<file path="src/sv/sct_pkg.sv">
`timescale 1ns / 1ps

package sct_pkg;

  localparam int unsigned HIGHEST_POWER = 10;

  localparam int unsigned ANGLE_W  = 16;
  localparam int unsigned VALUE_W  = 19;
  localparam int unsigned DATA_O_W = 24;

  localparam int unsigned A_W      = 17;
  localparam int unsigned MAG_W    = 16;
  localparam int unsigned X_W      = 27;
  localparam int unsigned X2_W     = 30;
  localparam int unsigned TERM_W   = 31;
  localparam int unsigned SUM_W    = 33;
  localparam int unsigned N_W      = 36;
  localparam int unsigned HALF_N   = 18;
  localparam int unsigned RECIP_W  = 36;
  localparam int unsigned Q_FRAC   = 24;
  localparam int unsigned OUT_SHIFT = 8;

  localparam logic [26:0] DEG2RAD_Q32 = 27'd74961321;
  localparam logic signed [A_W-1:0] QUARTER_TURN_Q7 = 17'sd11520;
  localparam logic [TERM_W-1:0] ONE_Q24 = 31'd16777216;

  localparam logic signed [VALUE_W-1:0] VALUE_MAX = 19'sd262143;
  localparam logic signed [VALUE_W-1:0] VALUE_MIN = -19'sd262144;

  typedef struct packed {
    logic [X2_W-1:0]          x2;
    logic [TERM_W-1:0]        term;
    logic signed [SUM_W-1:0]  sum;
  } cell_word_t;

endpackage

</file>
<file path="src/sv/sct_back.sv">
`timescale 1ns / 1ps

module sct_back (
  input  logic                               clk_i,
  input  logic                               rst_ni,
  input  logic                               in_valid_i,
  output logic                               in_ready_o,
  input  sct_pkg::cell_word_t                in_word_i,
  output logic                               out_valid_o,
  input  logic                               out_ready_i,
  output logic signed [sct_pkg::VALUE_W-1:0] trig_value_o,
  output logic                               saturated_o
);

  localparam int unsigned SW = sct_pkg::SUM_W;
  localparam int unsigned QW = SW - sct_pkg::OUT_SHIFT;

  logic                              v_q, v_d, rdy;
  logic signed [SW-1:0]              biased;
  logic signed [QW-1:0]              q16;
  logic signed [sct_pkg::VALUE_W-1:0] value_q, value_d;
  logic                              sat_q, sat_d;

  always_comb begin
    rdy = !v_q || out_ready_i;
    v_d = rdy ? in_valid_i : v_q;
  end

  always_comb begin
    biased = in_word_i.sum + SW'(1 << (sct_pkg::OUT_SHIFT - 1));
    q16    = QW'(biased >>> sct_pkg::OUT_SHIFT);
    if (q16 > QW'(sct_pkg::VALUE_MAX)) begin
      value_d = sct_pkg::VALUE_MAX;
      sat_d   = 1'b1;
    end else if (q16 < QW'(sct_pkg::VALUE_MIN)) begin
      value_d = sct_pkg::VALUE_MIN;
      sat_d   = 1'b1;
    end else begin
      value_d = q16[sct_pkg::VALUE_W-1:0];
      sat_d   = 1'b0;
    end
  end

  always_ff @(posedge clk_i or negedge rst_ni) begin
    if (!rst_ni) begin
      v_q <= 1'b0;
    end else begin
      v_q <= v_d;
    end
  end

  always_ff @(posedge clk_i) begin
    if (rdy) begin
      value_q <= value_d;
      sat_q   <= sat_d;
    end
  end

  assign in_ready_o   = rdy;
  assign out_valid_o  = v_q;
  assign trig_value_o = value_q;
  assign saturated_o  = sat_q;

  a_sat_at_bound : assert property (@(posedge clk_i) disable iff (!rst_ni)
    out_valid_o && saturated_o |->
      trig_value_o == sct_pkg::VALUE_MAX || trig_value_o == sct_pkg::VALUE_MIN)
    else $error("saturated flag set on an unclamped value");

  a_empty_after_reset : assert property (@(posedge clk_i)
    $rose(rst_ni) |-> !out_valid_o)
    else $error("output valid right after reset");

endmodule

</file>
<file path="config.mk">
export PLATFORM = sky130hd
export DESIGN_NAME = sct_back
export DESIGN_NICKNAME = d
export VERILOG_FILES = /design/src/sv/sct_pkg.sv /design/src/sv/sct_back.sv
export SDC_FILE = /design/constraint.sdc
export NUM_CORES = 1
export LEC_CHECK = 0
export BUFFER_PORTS_ARGS = -buffer_cell sky130_fd_sc_hd__clkbuf_2
export CAP_MARGIN = 5
export CORE_UTILIZATION = 42
export DETAILED_ROUTE_END_ITERATION = 8
export GPL_ROUTABILITY_DRIVEN = 0
export PLACE_DENSITY = 0.86
export SLEW_MARGIN = 20
export SYNTH_ARGS = -nofsm -noshare
export SYNTH_HDL_FRONTEND = slang
export SYNTH_SLANG_ARGS = --single-unit
</file>
<file path="constraint.sdc">
create_clock -name clk_i -period 3.1 [get_ports clk_i]
set_clock_uncertainty 0.05 [all_clocks]
set_input_delay 0.465 -clock clk_i [delete_from_list [all_inputs] [get_ports clk_i]]
set_output_delay 0.465 -clock clk_i [all_outputs]
set_load 0.01 [all_outputs]
</file>
Yosys cells after proc, flatten, opt, wreduce, memory -nomap -nowiden:

Cells that the tools add are included.
W data, S select, Z words.

* logic and storage cells: 10
* register bits: 21
* output and inout port bits: 22
* input bits: 98

* order comparisons: 2
* add/subtract/negate cells: 1
* muxes and demuxes: 2
* reduce and logical (&&, ||, !) cells: 2

Operator list (count)
* $add A33 B9 Y33 const B: 1
* $gt A25 B19 Y1 const B: 1
* $lt A25 B19 Y1 const B: 1
* $mux W19: 1
* $logic_not A1 Y1: 1
* $logic_or A1 B1 Y1: 1
* $mux W1: 1

Logic depth before layout (Yosys ltp):

* depth in word-level cells: 3
* gate-level depth with buffers: 9
* mapped depth without buffers: 7

Least setup slack after synthesis:

No wires, ideal clock.

* path type: input-to-reg
* from: in in_word_i[9] (netlist name)
* to: reg value_q (netlist bit trig_value_o[10]) (data pin)
* library setup time: 254 ps
* data arrival time: 2314 ps
* stages: 9
* path buffers: 2
* required time: 2796 ps
* slack: 482 ps
* cells stage by stage: buf_2 nand4_2 nor4_4 nand4_1 xor2_1 nand4_1 buf_2 a21oi_1 nor2_1

* cells in the longest elaborated chain, start to end: 3
* elaborated cells on any way between the ends: 4
* those cells by class: add/sub (1); order compare (2); mux (1)

RTL lines
* start, declared: RTL line sct_back.sv:8 `input sct_pkg::cell_word_t in_word_i,`
* $add A33 B9 Y33 *: RTL line sct_back.sv:30 `biased = in_word_i.sum + SW'(1 << (sct_pkg::OUT_SHIFT - 1));`
* $lt A25 B19 Y1: RTL line sct_back.sv:35 `end else if (q16 < QW'(sct_pkg::VALUE_MIN)) begin`
* $mux W19: RTL line sct_back.sv:35
* end signal, assigned: RTL line sct_back.sv:54 `value_q <= value_d;`
* end, declared: RTL line sct_back.sv:21 `logic signed [sct_pkg::VALUE_W-1:0] value_q, value_d;`

Mark *: on every way between the ends. The rest lies on a longest branch, timed or not.
A chain may end at the register's enable or synchronous reset.

Final worst setup path:

* from: in in_word_i[13] (netlist name)
* to: reg value_q (netlist bit trig_value_o[1]) (data pin)

The elaborated chain is that of the path after synthesis.

==> flow_metrics.env <==
export IMPL_drive_above_1_share_pct=30.8
export IMPL_gr_total_overflow=0
export IMPL_core_area_um2=3340
export IMPL_clkTransAtPathRegs_ps=90
export IMPL_crit_top_cell="nand4_1"
export IMPL_end_kind="flop"
export IMPL_viasPerCell=5.12
export IMPL_power_density_nw_per_um2=328
export IMPL_r2r_slack_ps=1770
export IMPL_status="finished, final reports clean"
export IMPL_max_stage_delay_ps=500
export IMPL_layout_commonest_cell="clkbuf_2"
export IMPL_final_nets=312
export IMPL_grt_pass1_vias=1149
export IMPL_dp_hpwl_um=2490
export IMPL_fin_crit_sh_pct=78.2
export IMPL_worstPathRequired_ps=3100
export IMPL_crit_family="simple AND/OR/NAND/NOR gates"
export IMPL_row_count=21
export IMPL_final_cell_mix="clkbuf_2, edfxtp_1, nor2_1"
export IMPL_crit_path_start_kind="input port"
export IMPL_grt_first_pass_wirelength_um=4720
export IMPL_leakagePower_nw=0.760
export IMPL_cts_sinks=21
export IMPL_clk_insertion_delay_late_ps=290
export IMPL_slew_viol_final=0
export IMPL_wirelength_um=2960
export IMPL_synth_seq_area_share_pct=43.0
export IMPL_hold_path_class="input port to flop"
export IMPL_area_growth_pct=25.1
export IMPL_netlist_area_leader_share_pct=41.2
export IMPL_synthCells=154
export IMPL_min_period_ps=2420
export IMPL_holdWs_ps=304
export IMPL_cts_buffer_depth=2
export IMPL_ant_nets=0
export IMPL_relSlewSlack_pct=66.6
export IMPL_rsz0062_at_grt="no"
export IMPL_dr_total_vias=1315
export IMPL_ys_types=29
export IMPL_cts_buffers=3
export IMPL_portBuffers=51
export IMPL_cp_cell_sequence="clkbuf_2 > nand4_1 > nor4_4 > nand4_1 > xor2_1 > nand4_1 > buf_4 > o21ai_0 > nand2_1"
export IMPL_firstDrtPassIters=4
export IMPL_drc=0
export IMPL_cts_tree="built"
export IMPL_insertedDiodeCount=0
export IMPL_die_x_um=60.9
export IMPL_syn_num_nets=254
export IMPL_ir_worst_vdd_mv=0.123
export IMPL_critPathBufInv=2
export IMPL_die_y_um=60.9
export IMPL_finalSetupViolations=0
export IMPL_cap_violations=0
export IMPL_drt_iter0_markers=44
export IMPL_arrival_ps=2420
export IMPL_drt_wirelength_per_cell_um=11.5
export IMPL_cts_root_buf="clkbuf_4"
export IMPL_dieArea_um2=3710
export IMPL_start_util_pct=43.6
export IMPL_path_class="input port to flop"
export IMPL_yosys_warnings=0
export IMPL_tightest_slew_ps=497
export IMPL_synth_area_leader_cell="edfxtp_1"
export IMPL_critPathMaxFanout=19
export IMPL_grt_start_max_net_pins=20
export IMPL_antenna_found_initial=0
export IMPL_cts_setup_buffers=0
export IMPL_hold_viol=0
export IMPL_finalSetupTns_ps=0
export IMPL_io_pin_count=120
export IMPL_synthTopCellsByArea="edfxtp_1, xnor2_1, nand3_1"
export IMPL_synth_seq_cells=21
export IMPL_track_usage_pct=17.0
export IMPL_crit_path_top_delay_cell="nor4_4"
export IMPL_syn_cell_area_um2=1460
export IMPL_syn_avg_cell_area_um2=9.46
export IMPL_h_tree_depth=1
export IMPL_fmax_mhz=413
## registers in the layout, summed over array words and instances (netlist names)
signal and flops:
saturated_o 1, trig_value_o 19, out_valid_o 1
## cells in the mapped netlist
cell type / count
xnor2_1: 14
o21ai_1: 1
nor2_1: 18
nand3_1: 14
a21oi_2: 1
clkbuf_1: 2
dfrtp_1: 1
and3_1: 2
and4_1: 7
inv_1: 3
and2_1: 1
nand2_1: 14
ha_1: 2
xor2_1: 7
nor3_1: 3
edfxtp_1: 20
nor4_4: 1
a31oi_1: 2
nor4_1: 2
or2_1: 1
nand2b_1: 2
nand4_1: 10
buf_6: 1
o21ai_0: 7
buf_2: 2
nor4b_4: 1
a21oi_1: 12
nand4_2: 2
a2111o_1: 1
## kinds of logic (layout without fill, tap and decap cells)
logic type	Yosys count	after routing	synth area share, %
AOI/OAI and AO/OA	24	24	9.11
buffers and inverters	8	65	2.75
DFF	21	21	43.0
adders and majority gates	2	2	1.72
and+or+nand+nor	78	78	30.8
xor gates and xnor gates	21	21	12.6
## final timing paths
| check | startpoint | end | cells after the start |
|---|---|---|---|
| setup reg to reg | out_valid_o | trig_value_o[16] | 2 |
| setup / recovery | in_word_i[13] | trig_value_o[1] | 9 |
| min in group asynchronous | rst_ni | out_valid_o | 2 |
| hold reg to reg | out_valid_o | out_valid_o | 2 |
| max in group asynchronous | rst_ni | out_valid_o | 2 |
| hold / removal | in_valid_i | out_valid_o | 2 |
## metrics by stage
stage          utilization [%]  std cells  setup WS, ps  cell area [µm²]  power (mW)
2_1_floorplan                -        154           482             1460       0.420
3_3_place_gp              53.5        252           408             1790       0.481
3_5_place_dp              53.5        252           354             1790       0.485
4_1_cts                   54.6        257           671             1820       0.601
5_1_grt                   54.6        257           433             1820       0.632
6_report                  54.6        257           677             1820       0.598
## worst reg2reg max path: cells and delay by family (launching register included)
kind,cells,cell delay (ps)
buffers and inverters,1,290
and+or+nand+nor,1,300
DFF,1,390
## what timing repair did
item	in CTS	in global routing
resized for setup	0	0
hold endpoints to repair	1	0
endpoints found under the setup margin	0	0
hold buffers	1	0
## power breakdown
part	leakage, nW	internal, mW	switching [mW]
sequential	0.212	0.337	0.00484
combinational	0.533	0.0566	0.0811
clock	0.0150	0.0501	0.0683
total	0.760	0.443	0.154
## per-layer routing
metal	vias up	track usage [%]	share of wire, %
met1	571	21.2	47
met4	0	8.12	2.0
li1	690	-	-
met3	6	1.28	3.7
met2	48	29.7	47
met5	-	0	0
## final cells by class
type                            count  area [µm²]
Fill cell                         309        1520
Multi-Input combinational cell    125         791
Sequential cell                    21         626
Timing Repair Buffer               58         310
Tap cell                           46        57.6
Clock buffer                        4        26.3
Inverter                            3        11.3
No activity file was read; power rests on OpenSTA's default activity.
