<file path="src/sv/sct_pkg.sv">
`timescale 1ns / 1ps

package sct_pkg;

  localparam int unsigned HIGHEST_POWER = 10;

  localparam int unsigned ANGLE_W  = 16;
  localparam int unsigned VALUE_W  = 19;
  localparam int unsigned DATA_O_W = 24;

  localparam int unsigned A_W      = 17;
  localparam int unsigned MAG_W    = 16;
  localparam int unsigned X_W      = 27;
  localparam int unsigned X2_W     = 30;
  localparam int unsigned TERM_W   = 31;
  localparam int unsigned SUM_W    = 33;
  localparam int unsigned N_W      = 36;
  localparam int unsigned HALF_N   = 18;
  localparam int unsigned RECIP_W  = 36;
  localparam int unsigned Q_FRAC   = 24;
  localparam int unsigned OUT_SHIFT = 8;

  localparam logic [26:0] DEG2RAD_Q32 = 27'd74961321;
  localparam logic signed [A_W-1:0] QUARTER_TURN_Q7 = 17'sd11520;
  localparam logic [TERM_W-1:0] ONE_Q24 = 31'd16777216;

  localparam logic signed [VALUE_W-1:0] VALUE_MAX = 19'sd262143;
  localparam logic signed [VALUE_W-1:0] VALUE_MIN = -19'sd262144;

  typedef struct packed {
    logic [X2_W-1:0]          x2;
    logic [TERM_W-1:0]        term;
    logic signed [SUM_W-1:0]  sum;
  } cell_word_t;

endpackage

</file>
<file path="src/sv/sct_front.sv">
`timescale 1ns / 1ps

module sct_front (
  input  logic                          clk_i,
  input  logic                          rst_ni,
  input  logic                          in_valid_i,
  output logic                          in_ready_o,
  input  logic                          req_type_i,
  input  logic signed [sct_pkg::ANGLE_W-1:0] angle_deg_i,
  output logic                          out_valid_o,
  input  logic                          out_ready_i,
  output sct_pkg::cell_word_t           out_word_o
);

  localparam int unsigned Stages = 3;
  localparam int unsigned XpW = sct_pkg::MAG_W + 27;
  localparam int unsigned SqW = 2 * sct_pkg::X_W;

  logic [Stages-1:0] v_q, v_d, rdy;

  logic signed [sct_pkg::A_W-1:0] a;
  logic [sct_pkg::A_W-1:0]        a_abs;
  logic [sct_pkg::MAG_W-1:0]      mag_q, mag_d;
  logic [XpW-1:0]                 xp;
  logic [sct_pkg::X_W-1:0]        x_q, x_d;
  logic [SqW-1:0]                 sq;
  logic [sct_pkg::X2_W-1:0]       x2_q, x2_d;

  always_comb begin
    rdy[Stages-1] = !v_q[Stages-1] || out_ready_i;
    for (int k = Stages - 2; k >= 0; k--) begin
      rdy[k] = !v_q[k] || rdy[k+1];
    end
    v_d[0] = rdy[0] ? in_valid_i : v_q[0];
    for (int k = 1; k < Stages; k++) begin
      if (rdy[k]) begin
        v_d[k] = v_q[k-1];
      end else begin
        v_d[k] = v_q[k];
      end
    end
  end

  always_comb begin
    a = sct_pkg::A_W'(angle_deg_i)
        + (req_type_i ? sct_pkg::QUARTER_TURN_Q7 : '0);
    a_abs = a[sct_pkg::A_W-1] ? sct_pkg::A_W'(-a) : sct_pkg::A_W'(a);
    mag_d = a_abs[sct_pkg::MAG_W-1:0];

    xp  = XpW'(mag_q) * XpW'(sct_pkg::DEG2RAD_Q32) + XpW'(1 << 14);
    x_d = xp[sct_pkg::X_W+15-1:15];

    sq   = SqW'(x_q) * SqW'(x_q) + SqW'(1 << 23);
    x2_d = sq[sct_pkg::X2_W+sct_pkg::Q_FRAC-1:sct_pkg::Q_FRAC];
  end

  always_ff @(posedge clk_i or negedge rst_ni) begin
    if (!rst_ni) begin
      v_q <= '0;
    end else begin
      v_q <= v_d;
    end
  end

  always_ff @(posedge clk_i) begin
    if (rdy[0]) begin
      mag_q <= mag_d;
    end
    if (rdy[1]) begin
      x_q <= x_d;
    end
    if (rdy[2]) begin
      x2_q <= x2_d;
    end
  end

  assign in_ready_o       = rdy[0];
  assign out_valid_o      = v_q[Stages-1];
  assign out_word_o.x2    = x2_q;
  assign out_word_o.term  = sct_pkg::ONE_Q24;
  assign out_word_o.sum   = $signed(sct_pkg::SUM_W'(sct_pkg::ONE_Q24));

  a_accept_enters : assert property (@(posedge clk_i) disable iff (!rst_ni)
    in_valid_i && in_ready_o |=> v_q[0])
    else $error("accepted word did not enter the first stage");

endmodule

</file>
<file path="config.mk">
export PLATFORM = sky130hd
export DESIGN_NAME = sct_front
export DESIGN_NICKNAME = d
export VERILOG_FILES = /design/src/sv/sct_pkg.sv /design/src/sv/sct_front.sv
export SDC_FILE = /design/constraint.sdc
export NUM_CORES = 2
export LEC_CHECK = 0
export BUFFER_PORTS_ARGS = -buffer_cell sky130_fd_sc_hd__buf_2
export CAP_MARGIN = 15
export CORE_ASPECT_RATIO = 1.25
export CORE_UTILIZATION = 60
export CTS_CLUSTER_DIAMETER = 60
export DETAILED_ROUTE_END_ITERATION = 8
export GPL_TIMING_DRIVEN = 0
export PLACE_DENSITY = 0.89
export RECOVER_POWER = 50
export SKIP_CTS_REPAIR_TIMING = 1
export SLEW_MARGIN = 10
export SYNTH_ARGS = -nofsm -noshare
export SYNTH_HDL_FRONTEND = slang
export SYNTH_SLANG_ARGS = --single-unit
</file>
<file path="constraint.sdc">
create_clock -name clk_i -period 8.92 [get_ports clk_i]
set_clock_uncertainty 0.15 [all_clocks]
set_input_delay 0.446 -clock clk_i [delete_from_list [all_inputs] [get_ports clk_i]]
set_output_delay 0.446 -clock clk_i [all_outputs]
set_load 0.1 [all_outputs]
</file>
### Word level (Yosys, flattened, before mapping)

Index checks and enable logic that the tools add are counted.
W data, S select, Z words.

* flip-flop bits (word level): 76
* input bits: 21
* output and inout port bits: 96
* word-level logic and storage cells: 20

* $add $sub $neg: 4
* $mul: 2
* mux-type cells: 2
* reductions and logical operators: 6

Operators by type and width (count)
* $add A54 B24 Y54 const B: 1
* $mul A27 B27 Y54: 1
* $add A42 B15 Y42 const B: 1
* $mul A16 B27 Y42 const B: 1
* $add A16 B15 Y17: 1
* $mux W16: 1
* $neg A16 Y16: 1
* $mux W14: 1
* $logic_not A1 Y1: 3
* $logic_or A1 B1 Y1: 3

### Logic depth before layout (Yosys ltp)

* word-level depth: 4
* gate-level depth with buffers: 28
* mapped depth without buffers: 27

### Worst setup path before layout

OpenSTA, ideal clock, no wires.

* path kind: reg-to-reg
* start point: register x_q[4] (netlist name)
* end point: register x2_q[23] (netlist name) (data pin)
* setup time: 262 ps
* data arrival time: 6625 ps
* required time: 8508 ps
* path slack: 1882 ps
* stages on the path, launching flop included: 26
* buffers on the path: 2
* clock period less this slack: 7038 ps
* path through: edfxtp_1 clkbuf_1 clkbuf_1 nand2_1 fa_1 inv_1 fa_1 inv_1 fa_1 inv_1 fa_1 inv_1 fa_1 fa_1 fa_1 inv_1 ha_1 a21o_1 o21bai_1 a31oi_1 o211ai_1 nor2_2 o31ai_4 a211oi_1 o21bai_1 xor2_1

* word-level cells in the longest chain between the ends: 2

RTL lines
* from (decl): line sct_front.sv:25 `logic [sct_pkg::X_W-1:0] x_q, x_d;`
* from (signal assigned): line sct_front.sv:70 `x_q <= x_d;`
* $mul A27 B27 Y54: line sct_front.sv:53 `sq = SqW'(x_q) * SqW'(x_q) + SqW'(1 << 23);`
* $add A54 B24 Y54: line sct_front.sv:53
* net sq[47]: line sct_front.sv:26 `logic [SqW-1:0] sq;`
* to (signal assigned): line sct_front.sv:73 `x2_q <= x2_d;`
* to (decl): line sct_front.sv:27 `logic [sct_pkg::X2_W-1:0] x2_q, x2_d;`

The timed path passes the listed nets, and every way through them passes these cells.
A chain may end at the register's enable or synchronous reset.

### Worst setup path after layout

* start point: register x_q[5] (netlist name)
* end point: register x2_q[23] (netlist name) (data pin)

Same word-level chain as after synthesis.

==> run metrics <==
outcome=finished, violations left; failing checks=capacitance limit, slew limit; crit path time final=8.852 ns; GPL Wtd Cong=1.023; initial antenna violation count=0; final wirelength=77610 um; most instantiated cells after synthesis=inv_1 (977), fa_1 (700), ha_1 (390), nand2_1 (239), and2_1 (139); total CTS buffers=9; cell taking the most area after synthesis=fa_1; DRT iter0 DRCs=1632; vias per cell=5.580; die area=51750 um^2; Root Driver=clkbuf_16; core area=50300 um^2; Worst R2R End=x2_q[23]; die width=203.7 um; area share of the largest cell type after synthesis=45.94%; CTS tree=done; Storage cell area=2267 um^2; f_max=113.0 MHz; Setup crit end kind=flop; FFs w/ async S/R, synth=3.947%; Pre-antenna DRT Iters=7; synth top area cells=fa_1 (46%), ha_1 (16%), inv_1 (12%); Routed wire per std cell=19.73 um; DRC violations left=0; layout cells sized above 1=3.757%; Die H=254.1 um; synthesized flop and latch total=76; Hold Fails Final Rpt=0; synthesized area per cell=9.711 um^2; Synth cell types=62; dpl hpwl=66340 um; Final Cycle Share=99.23%; synth warn=0; clock buffer depth=2; I/O Buffers=52; # H-tree levels=3; predominant post-synthesis flop cell=edfxtp_1; fin. max-slew vios=30; Post-synth EDFFs=73; register area share after synthesis=7.433%; clock latency on the worst-skew pair=0.40 ns; Final setup viols=0; Layout area overhead=5.189%; beginning of the critical path=x_q[5]; clk slew on worst S/H paths=0.07 ns; Worst Tran Pin Value=1.848 ns; Post-Syn Instances=3141; vias in the first global route=24300; Cell Area, Synth=30500 um^2; grt total ovfl=0; final setup TNS=0 ns; Max Cap Viol=1; RSZ-0062 raised after global routing=no; largest net degree at the start of global routing=30; Worst EP arrival=8.84 ns; top-count cell post-synth=inv_1; Worst Path Required=8.91 ns; area of the multi-input gates=24060 um^2; Reg2Reg Depth=21; Reg2Reg Setup Slack=0.07 ns; Reg-to-Reg Start=x_q[5]; Total Routing Usage GR=31.83%; I/O pin total=117; Via Count=21950; Worst setup SP type=flop; kind of critical path=reg2reg; nets=4380; DRT antenna net count=0; CP endpoint=x2_q[23]; Clock Sinks=76; crit-path max FO=10; FP Rows=92; max_slew headroom=-23.23%; Worst Hold Class=in2reg; first-pass GRT wire length=124000 um; initial core utilization=60.64%; Filler cells=3767
-- cell usage in the layout (no fill, tap or decap), drive strengths merged, types with 5 or more instances in the layout --
cell type,instances
a211oi,5
xor2,31
a21oi,76
fa,700
clkinv,5
nor3,9
nor2b,11
clkbuf,106
buf,88
a41oi,8
a31oi,11
xnor2,54
o21bai,16
nand2b,9
nand2,239
ha,390
o21a,5
and3,10
conb,64
nor2,73
nand4,18
a21o,49
and2,139
nand3,18
o21ai,42
inv,980
edfxtp,73
-- cells by family after synthesis --
logic type	Yosys count	share of synthesized area, %
adders and majority gates	1090	61.94
DFF	76	7.433
other	2	0.02462
AOI/OAI and AO/OA	241	5.259
buffers and inverters	1109	14.44
and+or+nand+nor	536	8.389
muxes	2	0.07383
xor gates and xnor gates	85	2.441
-- worst max-delay path, cell delays in order, from the launching register on --
cell	delay [ns]
edfxtp_1	0.37
clkbuf_1	0.60
clkbuf_1	0.69
nand2_1	0.24
fa_1	0.57
fa_1	0.52
fa_1	0.61
fa_1	0.46
fa_1	0.54
inv_1	0.05
fa_1	0.50
fa_1	0.43
ha_1	0.35
nand2_1	0.14
nor3_2	0.06
a31oi_1	0.75
a31oi_1	0.23
nor2_2	0.39
o31ai_4	0.16
a211oi_1	0.50
o21bai_1	0.13
xor2_1	0.16
-- routing by layer --
metal	vias up	global-route usage, %	routed length (um)	part of all wire [%]
met4	0	21.91	6367	8.2
li1	9430	-	-	-
met1	10930	35.67	25880	33
met5	-	0	0	0
met3	418	6.450	6844	8.8
met2	1172	54.46	38510	50
-- area by class of cell --
type,instances,area share (%)
diodes,1,0.007799
plain buffers,131,2.289
clock buffers,9,0.7019
clock inverters,7,0.1755
inverters,978,11.44
multi-input cells,2018,75.00
flip-flops and latches,76,7.066
well taps,658,2.566
repair buffers,55,0.7526
-- state kept, by name, indices dropped and copies added, names as in the netlist --
register,cells
mag_q,16
v_q,3
x2_q,30
x_q,27
-- stage by stage --
stage / cell area [um^2] / setup slack, ns / instances / hold WS (ns) / utilization [%]
6_report: 32080 / 0.06838 / 3933 / 0.09083 / 63.78
5_1_grt: 32080 / 0.001886 / 3932 / 0.08495 / 63.78
4_1_cts: 32140 / 0.2509 / 3931 / -0.3241 / 63.89
3_5_place_dp: 31860 / 0.2850 / 3915 / 0.09573 / 63.33
3_3_place_gp: 31820 / 0.2870 / 3913 / 0.09190 / 63.25
2_1_floorplan: 30730 / 1.882 / 3203 / 0.0004089 / -
-- worst min path at each step --
stage | slack [ns] | end | cells after the start | start
2_1_floorplan | 0.0004 | v_q[0] | 0 | rst_ni
3_3_place_gp | 0.09 | v_q[2] | 1 | rst_ni
3_5_place_dp | 0.1 | v_q[2] | 1 | rst_ni
4_1_cts | -0.32 | v_q[2] | 1 | rst_ni
5_1_grt | 0.08 | mag_q[0] | 1 | angle_deg_i[0]
6_report | 0.09 | v_q[0] | 2 | in_valid_i
Power is not shown: default switching activity piles up to over one toggle a cycle in this logic, so the estimate is an artifact.
