===== src/sv/sct_pkg.sv =====
`timescale 1ns / 1ps

package sct_pkg;

  localparam int unsigned HIGHEST_POWER = 10;

  localparam int unsigned ANGLE_W  = 16;
  localparam int unsigned VALUE_W  = 19;
  localparam int unsigned DATA_O_W = 24;

  localparam int unsigned A_W      = 17;
  localparam int unsigned MAG_W    = 16;
  localparam int unsigned X_W      = 27;
  localparam int unsigned X2_W     = 30;
  localparam int unsigned TERM_W   = 31;
  localparam int unsigned SUM_W    = 33;
  localparam int unsigned N_W      = 36;
  localparam int unsigned HALF_N   = 18;
  localparam int unsigned RECIP_W  = 36;
  localparam int unsigned Q_FRAC   = 24;
  localparam int unsigned OUT_SHIFT = 8;

  localparam logic [26:0] DEG2RAD_Q32 = 27'd74961321;
  localparam logic signed [A_W-1:0] QUARTER_TURN_Q7 = 17'sd11520;
  localparam logic [TERM_W-1:0] ONE_Q24 = 31'd16777216;

  localparam logic signed [VALUE_W-1:0] VALUE_MAX = 19'sd262143;
  localparam logic signed [VALUE_W-1:0] VALUE_MIN = -19'sd262144;

  typedef struct packed {
    logic [X2_W-1:0]          x2;
    logic [TERM_W-1:0]        term;
    logic signed [SUM_W-1:0]  sum;
  } cell_word_t;

endpackage


===== src/sv/sct_cell.sv =====
`timescale 1ns / 1ps

module sct_cell #(
  parameter int unsigned POWER = 2
) (
  input  logic                clk_i,
  input  logic                rst_ni,
  input  logic                in_valid_i,
  output logic                in_ready_o,
  input  sct_pkg::cell_word_t in_word_i,
  output logic                out_valid_o,
  input  logic                out_ready_i,
  output sct_pkg::cell_word_t out_word_o
);

  localparam int unsigned Stages  = 4;
  localparam int unsigned Div     = POWER * (POWER - 1);
  localparam int unsigned HalfDiv = Div / 2;
  localparam bit          Subtract = ((POWER / 2) % 2) == 1;
  localparam int unsigned NW   = sct_pkg::N_W;
  localparam int unsigned HN   = sct_pkg::HALF_N;
  localparam int unsigned RW   = sct_pkg::RECIP_W;
  localparam int unsigned TW   = sct_pkg::TERM_W;
  localparam int unsigned PW   = sct_pkg::TERM_W + sct_pkg::X2_W;
  localparam int unsigned PPW  = HN + RW;
  localparam int unsigned FW   = PPW + HN;
  localparam logic [FW:0] One  = 1;
  localparam logic [RW-1:0] Recip = RW'((One << NW) / Div);

  logic [Stages-1:0] v_q, v_d, rdy;

  logic [PW-1:0]               prod;
  logic [NW-1:0]               p_q, p_d;
  logic [NW-1:0]               n;
  logic [NW-1:0]               n2_q, n3_q;
  logic [PPW-1:0]              ph_q, ph_d, pl_q, pl_d;
  logic [FW-1:0]               full;
  logic [TW-1:0]               qe_q, qe_d;
  logic [NW-1:0]               qd, rem;
  logic [TW-1:0]               term_q, term_d;
  logic signed [sct_pkg::SUM_W-1:0] sum_q, sum_d;
  logic [sct_pkg::X2_W-1:0]    x2_1_q, x2_2_q, x2_3_q, x2_4_q;
  logic signed [sct_pkg::SUM_W-1:0] s1_q, s2_q, s3_q;

  always_comb begin
    rdy[Stages-1] = !v_q[Stages-1] || out_ready_i;
    for (int k = Stages - 2; k >= 0; k--) begin
      rdy[k] = !v_q[k] || rdy[k+1];
    end
    v_d[0] = rdy[0] ? in_valid_i : v_q[0];
    for (int k = 1; k < Stages; k++) begin
      if (rdy[k]) begin
        v_d[k] = v_q[k-1];
      end else begin
        v_d[k] = v_q[k];
      end
    end
  end

  always_comb begin
    prod = PW'(in_word_i.term) * PW'(in_word_i.x2) + PW'(1 << 23);
    p_d  = prod[NW+sct_pkg::Q_FRAC-1:sct_pkg::Q_FRAC];

    n    = p_q + NW'(HalfDiv);
    ph_d = PPW'(n[NW-1:HN]) * PPW'(Recip);
    pl_d = PPW'(n[HN-1:0]) * PPW'(Recip);

    full = {ph_q, {HN{1'b0}}} + FW'(pl_q);
    qe_d = full[TW+NW-1:NW];

    qd     = NW'(qe_q) * NW'(Div);
    rem    = n3_q - qd;
    term_d = (rem >= NW'(Div)) ? qe_q + TW'(1) : qe_q;
    if (Subtract) begin
      sum_d = s3_q - $signed(sct_pkg::SUM_W'(term_d));
    end else begin
      sum_d = s3_q + $signed(sct_pkg::SUM_W'(term_d));
    end
  end

  always_ff @(posedge clk_i or negedge rst_ni) begin
    if (!rst_ni) begin
      v_q <= '0;
    end else begin
      v_q <= v_d;
    end
  end

  always_ff @(posedge clk_i) begin
    if (rdy[0]) begin
      p_q    <= p_d;
      x2_1_q <= in_word_i.x2;
      s1_q   <= in_word_i.sum;
    end
    if (rdy[1]) begin
      ph_q   <= ph_d;
      pl_q   <= pl_d;
      n2_q   <= n;
      x2_2_q <= x2_1_q;
      s2_q   <= s1_q;
    end
    if (rdy[2]) begin
      qe_q   <= qe_d;
      n3_q   <= n2_q;
      x2_3_q <= x2_2_q;
      s3_q   <= s2_q;
    end
    if (rdy[3]) begin
      term_q <= term_d;
      sum_q  <= sum_d;
      x2_4_q <= x2_3_q;
    end
  end

  assign in_ready_o      = rdy[0];
  assign out_valid_o     = v_q[Stages-1];
  assign out_word_o.x2   = x2_4_q;
  assign out_word_o.term = term_q;
  assign out_word_o.sum  = sum_q;

  a_stall_holds : assert property (@(posedge clk_i) disable iff (!rst_ni)
    out_valid_o && !out_ready_i |=> out_valid_o && $stable(out_word_o))
    else $error("stalled cell output changed");

endmodule


===== config.mk =====
export PLATFORM = sky130hd
export DESIGN_NAME = sct_cell
export DESIGN_NICKNAME = d
export VERILOG_FILES = /design/src/sv/sct_pkg.sv /design/src/sv/sct_cell.sv
export SDC_FILE = /design/constraint.sdc
export NUM_CORES = 2
export LEC_CHECK = 0
export BUFFER_PORTS_ARGS = -buffer_cell sky130_fd_sc_hd__clkbuf_2
export CORE_MARGIN = 4
export CORE_UTILIZATION = 50
export DETAILED_ROUTE_END_ITERATION = 6
export GPL_TIMING_DRIVEN = 0
export PLACE_DENSITY = 0.72
export SYNTH_ARGS = -nofsm -noshare
export SYNTH_HDL_FRONTEND = slang
export SYNTH_SLANG_ARGS = --single-unit

===== constraint.sdc =====
create_clock -name clk_i -period 4.35 [get_ports clk_i]
set_input_delay 0 -clock clk_i [delete_from_list [all_inputs] [get_ports clk_i]]
set_output_delay 0 -clock clk_i [all_outputs]
set_load 0.05 [all_outputs]

Yosys cells after proc, flatten, opt, wreduce, memory -nomap -nowiden
Cells that the tools add are included.
W data, S select, Z words.

storage, ports and cells
  output and inout port bits = 96
  input port bits = 98
  bits in registers = 458
  ROM bits = 0
  memories kept = 0
  logic and storage cells = 36
  bits in latches = 0
  bits in writable memories = 0

operators by class
  divide/modulo/power cells = 0
  shifts and indexed selects = 0
  bitwise operators = 0
  magnitude comparators = 1
  muxes and demuxes = 1
  multipliers = 1
  eq/ne operators = 0
  add/subtract/negate cells = 6
  reductions and logical operators = 8

operators with widths
  cell                      count
  $add A67 B53 Y67          1
  $add A60 B24 Y60 const B  1
  $mul A31 B30 Y60          1
  $add A36 B1 Y36 const B   1
  $ge A36 B2 Y1 const B     1
  $sub A36 B32 Y36          1
  $sub A33 B32 Y33          1
  $add A31 B1 Y31 const B   1
  $mux W31                  1
  $logic_not A1 Y1          4
  $logic_or A1 B1 Y1        4

Longest topological paths before layout
  depth in word-level cells = 5
  mapped depth = 28
  depth with buffers taken out = 27

Least setup slack after synthesis
Ideal clock, no wire load.

  path type = input-to-reg
  start = input port in_word_i[68] (netlist name)
  end = register p_q[35] (data pin)
  setup time = 0.260 ns
  arrival time = 6.639 ns
  required time = 4.090 ns
  path slack = -2.549 ns
  buffers on the path = 1
  cell stages on the path = 26
  path through = clkbuf_1 and2_1 fa_1 fa_1 fa_1 inv_1 fa_1 inv_1 fa_1 inv_1 fa_1 inv_1 fa_1 inv_1 fa_1 inv_1 ha_1 nand4_2 nor4_2 and4_1 a211oi_1 o211ai_2 o211ai_2 a2111o_1 and3_1 xnor2_1

on the way
  word-level cells in the longest chain between the ends = 2

RTL lines
  item                  line            RTL
  start, declared       sct_cell.sv:10  input sct_pkg::cell_word_t in_word_i,
  $mul A31 B30 Y60      sct_cell.sv:61  prod = PW'(in_word_i.term) * PW'(in_word_i.x2) + PW'(1 << 23);
  $add A60 B24 Y60      sct_cell.sv:61
  via prod[59]          sct_cell.sv:32  logic [PW-1:0] prod;
  end signal, assigned  sct_cell.sv:91  p_q <= p_d;
  end, declared         sct_cell.sv:33  logic [NW-1:0] p_q, p_d;

The timed path passes the listed nets, and every way through them passes these cells.
A chain may end at the register's enable or synchronous reset.

Final worst setup path
  start = input port in_word_i[70] (netlist name)
  end = register p_q[35] (data pin)

The elaborated chain is that of the path after synthesis.

==> results.ini <==
[outcome]
status = complete, but fails checks
violations = design-rule violations, negative setup slack

[critical_path]
cp.arrival_ns = 7.22
end_kind = flop
critPathRequiredTime_ns = 4.62
startpoint = in_word_i[70]
slowest_delay_ns = 0.58
worst-path-buf-inv = 7
path_max_fanout = 6
timing.rr.start = n3_q[35]
crit_path_start_kind = primary input
crit_slowest_cell = fa_1
setup.worst_path.class = primary input to flop
cpMostUsedCell = fa_1
critPathTopFamily = adder cells

[finish]
n_fill_cell = 7116
multi_input_area_sq_mm = 0.0299
final_nets = 5791
seq_area_sq_mm = 0.0118
area_growth_pct = 16.5
drive_above_1_share_pct = 15.1

[grt]
grt.total_usage_pct = 30.1
grt_remaining_overflow = 0
grt_pass1_wl_um = 211000
grt_max_degree = 72
grt_antenna_before_repair = 12
grt_pass1_vias = 33900

[sta]
hold_viol_final = 0
final_max_slew_viol_count = 0
max-slew-margin-rel_pct = 50.8
timing.final.crit_period_ns = 6.95
fin_setup_tns_ns = -83.75
fin_crit_sh_pct = 160
max_clock_freq_mhz = 144
finalWorstSetupSlack_ns = -2.60
rsz0062_at_grt = true
max_slew.worst_pin.slew_ns = 0.738
skew_ns = 0.0162
setup-violations-final = 36

[drt]
vias_per_cell = 5.54
post_drt_wl_per_cell_um = 24.6
vias = 32000
drc = 22
wirelength_um = 142000
drtIter0Drc = 2861
ant_nets = 0
firstDrtPassIters = 7

[floorplan]
die_height_um = 308
rows = 109
die_area_sq_mm = 0.0948
io_pins = 194
start_util_pct = 50.7
core-area_sq_mm = 0.0888
die_x_um = 308

[worst_hold_path]
min-delay-start = in_word_i[63]
holdCritPathClass = primary input to flop

[yosys]
synthFlopType = edfxtp_1
ys_warn_count = 0
ys_ff_latch = 393
syn-num-nets = 5440
synth_edf_count = 389
synth_top_area_share_pct = 36.0
ys_async_sr_fraction_pct = 1.02
synthDistinctLibCells = 65
syn_inst = 4234
synth.most_common_cell = inv_1
seq_area_frac_synth_pct = 26.2
ys_top_cells_by_area = fa_1, edfxtp_1, ha_1, inv_1, and2_1
avgSynthCellArea_sq_um = 10.6
synth_top_area_cell = fa_1
synth_common_cells = inv_1, fa_1, nand2_1
synth_area_sq_mm = 0.0450

[clocking]
cts.sinks = 393
clk_pin_slew_ns = 0.06
cts.htree.levels = 2
numCtsBuffers = 35
clock_path_buffers = 3
insertion_delay_ns = 0.53
cts_tree = yes
root_buffer = clkbuf_16

[placed_design]
gp_congestion = 1.02
io_buffer_count = 165
hpwlAfterDp_um = 111000

[job]
cap_violations = 0

cell families (layout without fill, tap and decap cells):
| logic type | Yosys count | after routing | share of synthesized area [%] |
|---|---|---|---|
| adders and majority gates | 1108 | 1108 | 44.3 |
| other | 0 | 2 | 0 |
| AOI/OAI and AO/OA | 258 | 258 | 3.82 |
| buffers and inverters | 1154 | 1532 | 9.64 |
| muxes | 2 | 2 | 0.0473 |
| DFF | 393 | 393 | 26.2 |
| and+or+nand+nor | 1185 | 1185 | 13.4 |
| xor gates and xnor gates | 134 | 134 | 2.61 |
worst register-to-register path: stages (launching register included):
cell,delay (ns)
edfxtp_1,0.41
nor4_4,0.38
and4b_2,0.31
and3_1,0.20
xor2_2,0.20
inv_1,0.10
ha_1,0.39
nand3_1,0.13
nor2_1,0.27
a2111oi_4,0.13
nor2_2,0.26
a22oi_2,0.13
a311oi_4,0.58
a41o_1,0.30
a21oi_2,0.07
xnor2_1,0.13
per-stage QoR:
step | worst slack, ns | cell area, sq um | utilization (%) | hold slack [ns] | cells
2_1_floorplan | -2.20 | 45400 | - | -0.296 | 4234
4_1_cts | -2.60 | 51800 | 58.3 | 0.144 | 5756
3_3_place_gp | -4.01 | 47700 | 53.7 | -0.192 | 5564
3_5_place_dp | -4.08 | 47900 | 54.0 | -0.184 | 5573
6_report | -2.60 | 52400 | 59.0 | 0.168 | 5779
5_1_grt | -2.72 | 52400 | 59.0 | 0.183 | 5778
metal layers:
| metal | up-vias | part of all wire (%) | GRT usage [%] |
|---|---|---|---|
| met4 | 6 | 6.1 | 14.5 |
| met1 | 16100 | 37 | 39.0 |
| met3 | 432 | 12 | 7.69 |
| met2 | 1901 | 45 | 47.9 |
| li1 | 13600 | - | - |
| met5 | - | 0.032 | 0 |
final timing paths:
path / cells after the start / slack [ns] / endpoint
min: 5 / 0.17 / p_q[35]
min reg2reg: 0 / 0.41 / x2_3_q[21]
max reg2reg: 15 / 0.09 / sum_q[28]
min in group asynchronous: 3 / 0.38 / v_q[2]
max: 26 / -2.60 / p_q[35]
max in group asynchronous: 3 / 3.78 / v_q[3]
state kept, by name, indices dropped and copies added, names as in the netlist:
name / flops
p_q: 36
n2_q: 35
n3_q: 35
s1_q: 33
s2_q: 33
s3_q: 33
sum_q: 33
term_q: 31
x2_1_q: 30
x2_2_q: 30
x2_3_q: 30
x2_4_q: 30
v_q: 4
repair_timing:
action / 4_1_cts / 5_1_grt
endpoints found under the hold margin: 69 / 0
setup endpoints to repair: 46 / 47
resized for setup: 383 / 156
pin swaps: 92 / 95
hold buffers: 67 / 0
cloned: 3 / 1
setup buffers: 50 / 30
final cells by class:
type	count	share of cell area (%)
plain buffers	198	3.40
multi-input cells	2687	57.2
clock buffers	41	1.76
flip-flops and latches	393	22.5
well taps	1165	2.78
clock inverters	23	0.454
repair buffers	320	5.13
inverters	950	6.81
diodes	2	0.00955
placed cells by master (no fill, tap or decap), types with 41 or more instances in the layout:
master / instances
a21o_1: 58
clkbuf_16: 69
nor2_1: 41
clkbuf_2: 234
inv_1: 926
edfxtp_1: 389
buf_4: 57
fa_1: 777
xor2_1: 46
and2_1: 451
ha_1: 280
dlygate4sd3_1: 67
nand2_1: 498
xnor2_1: 79
a21oi_1: 62
Power is left out: the tool's default activity adds up to more than one toggle a clock period on the data nets, which glitch-free logic cannot reach.
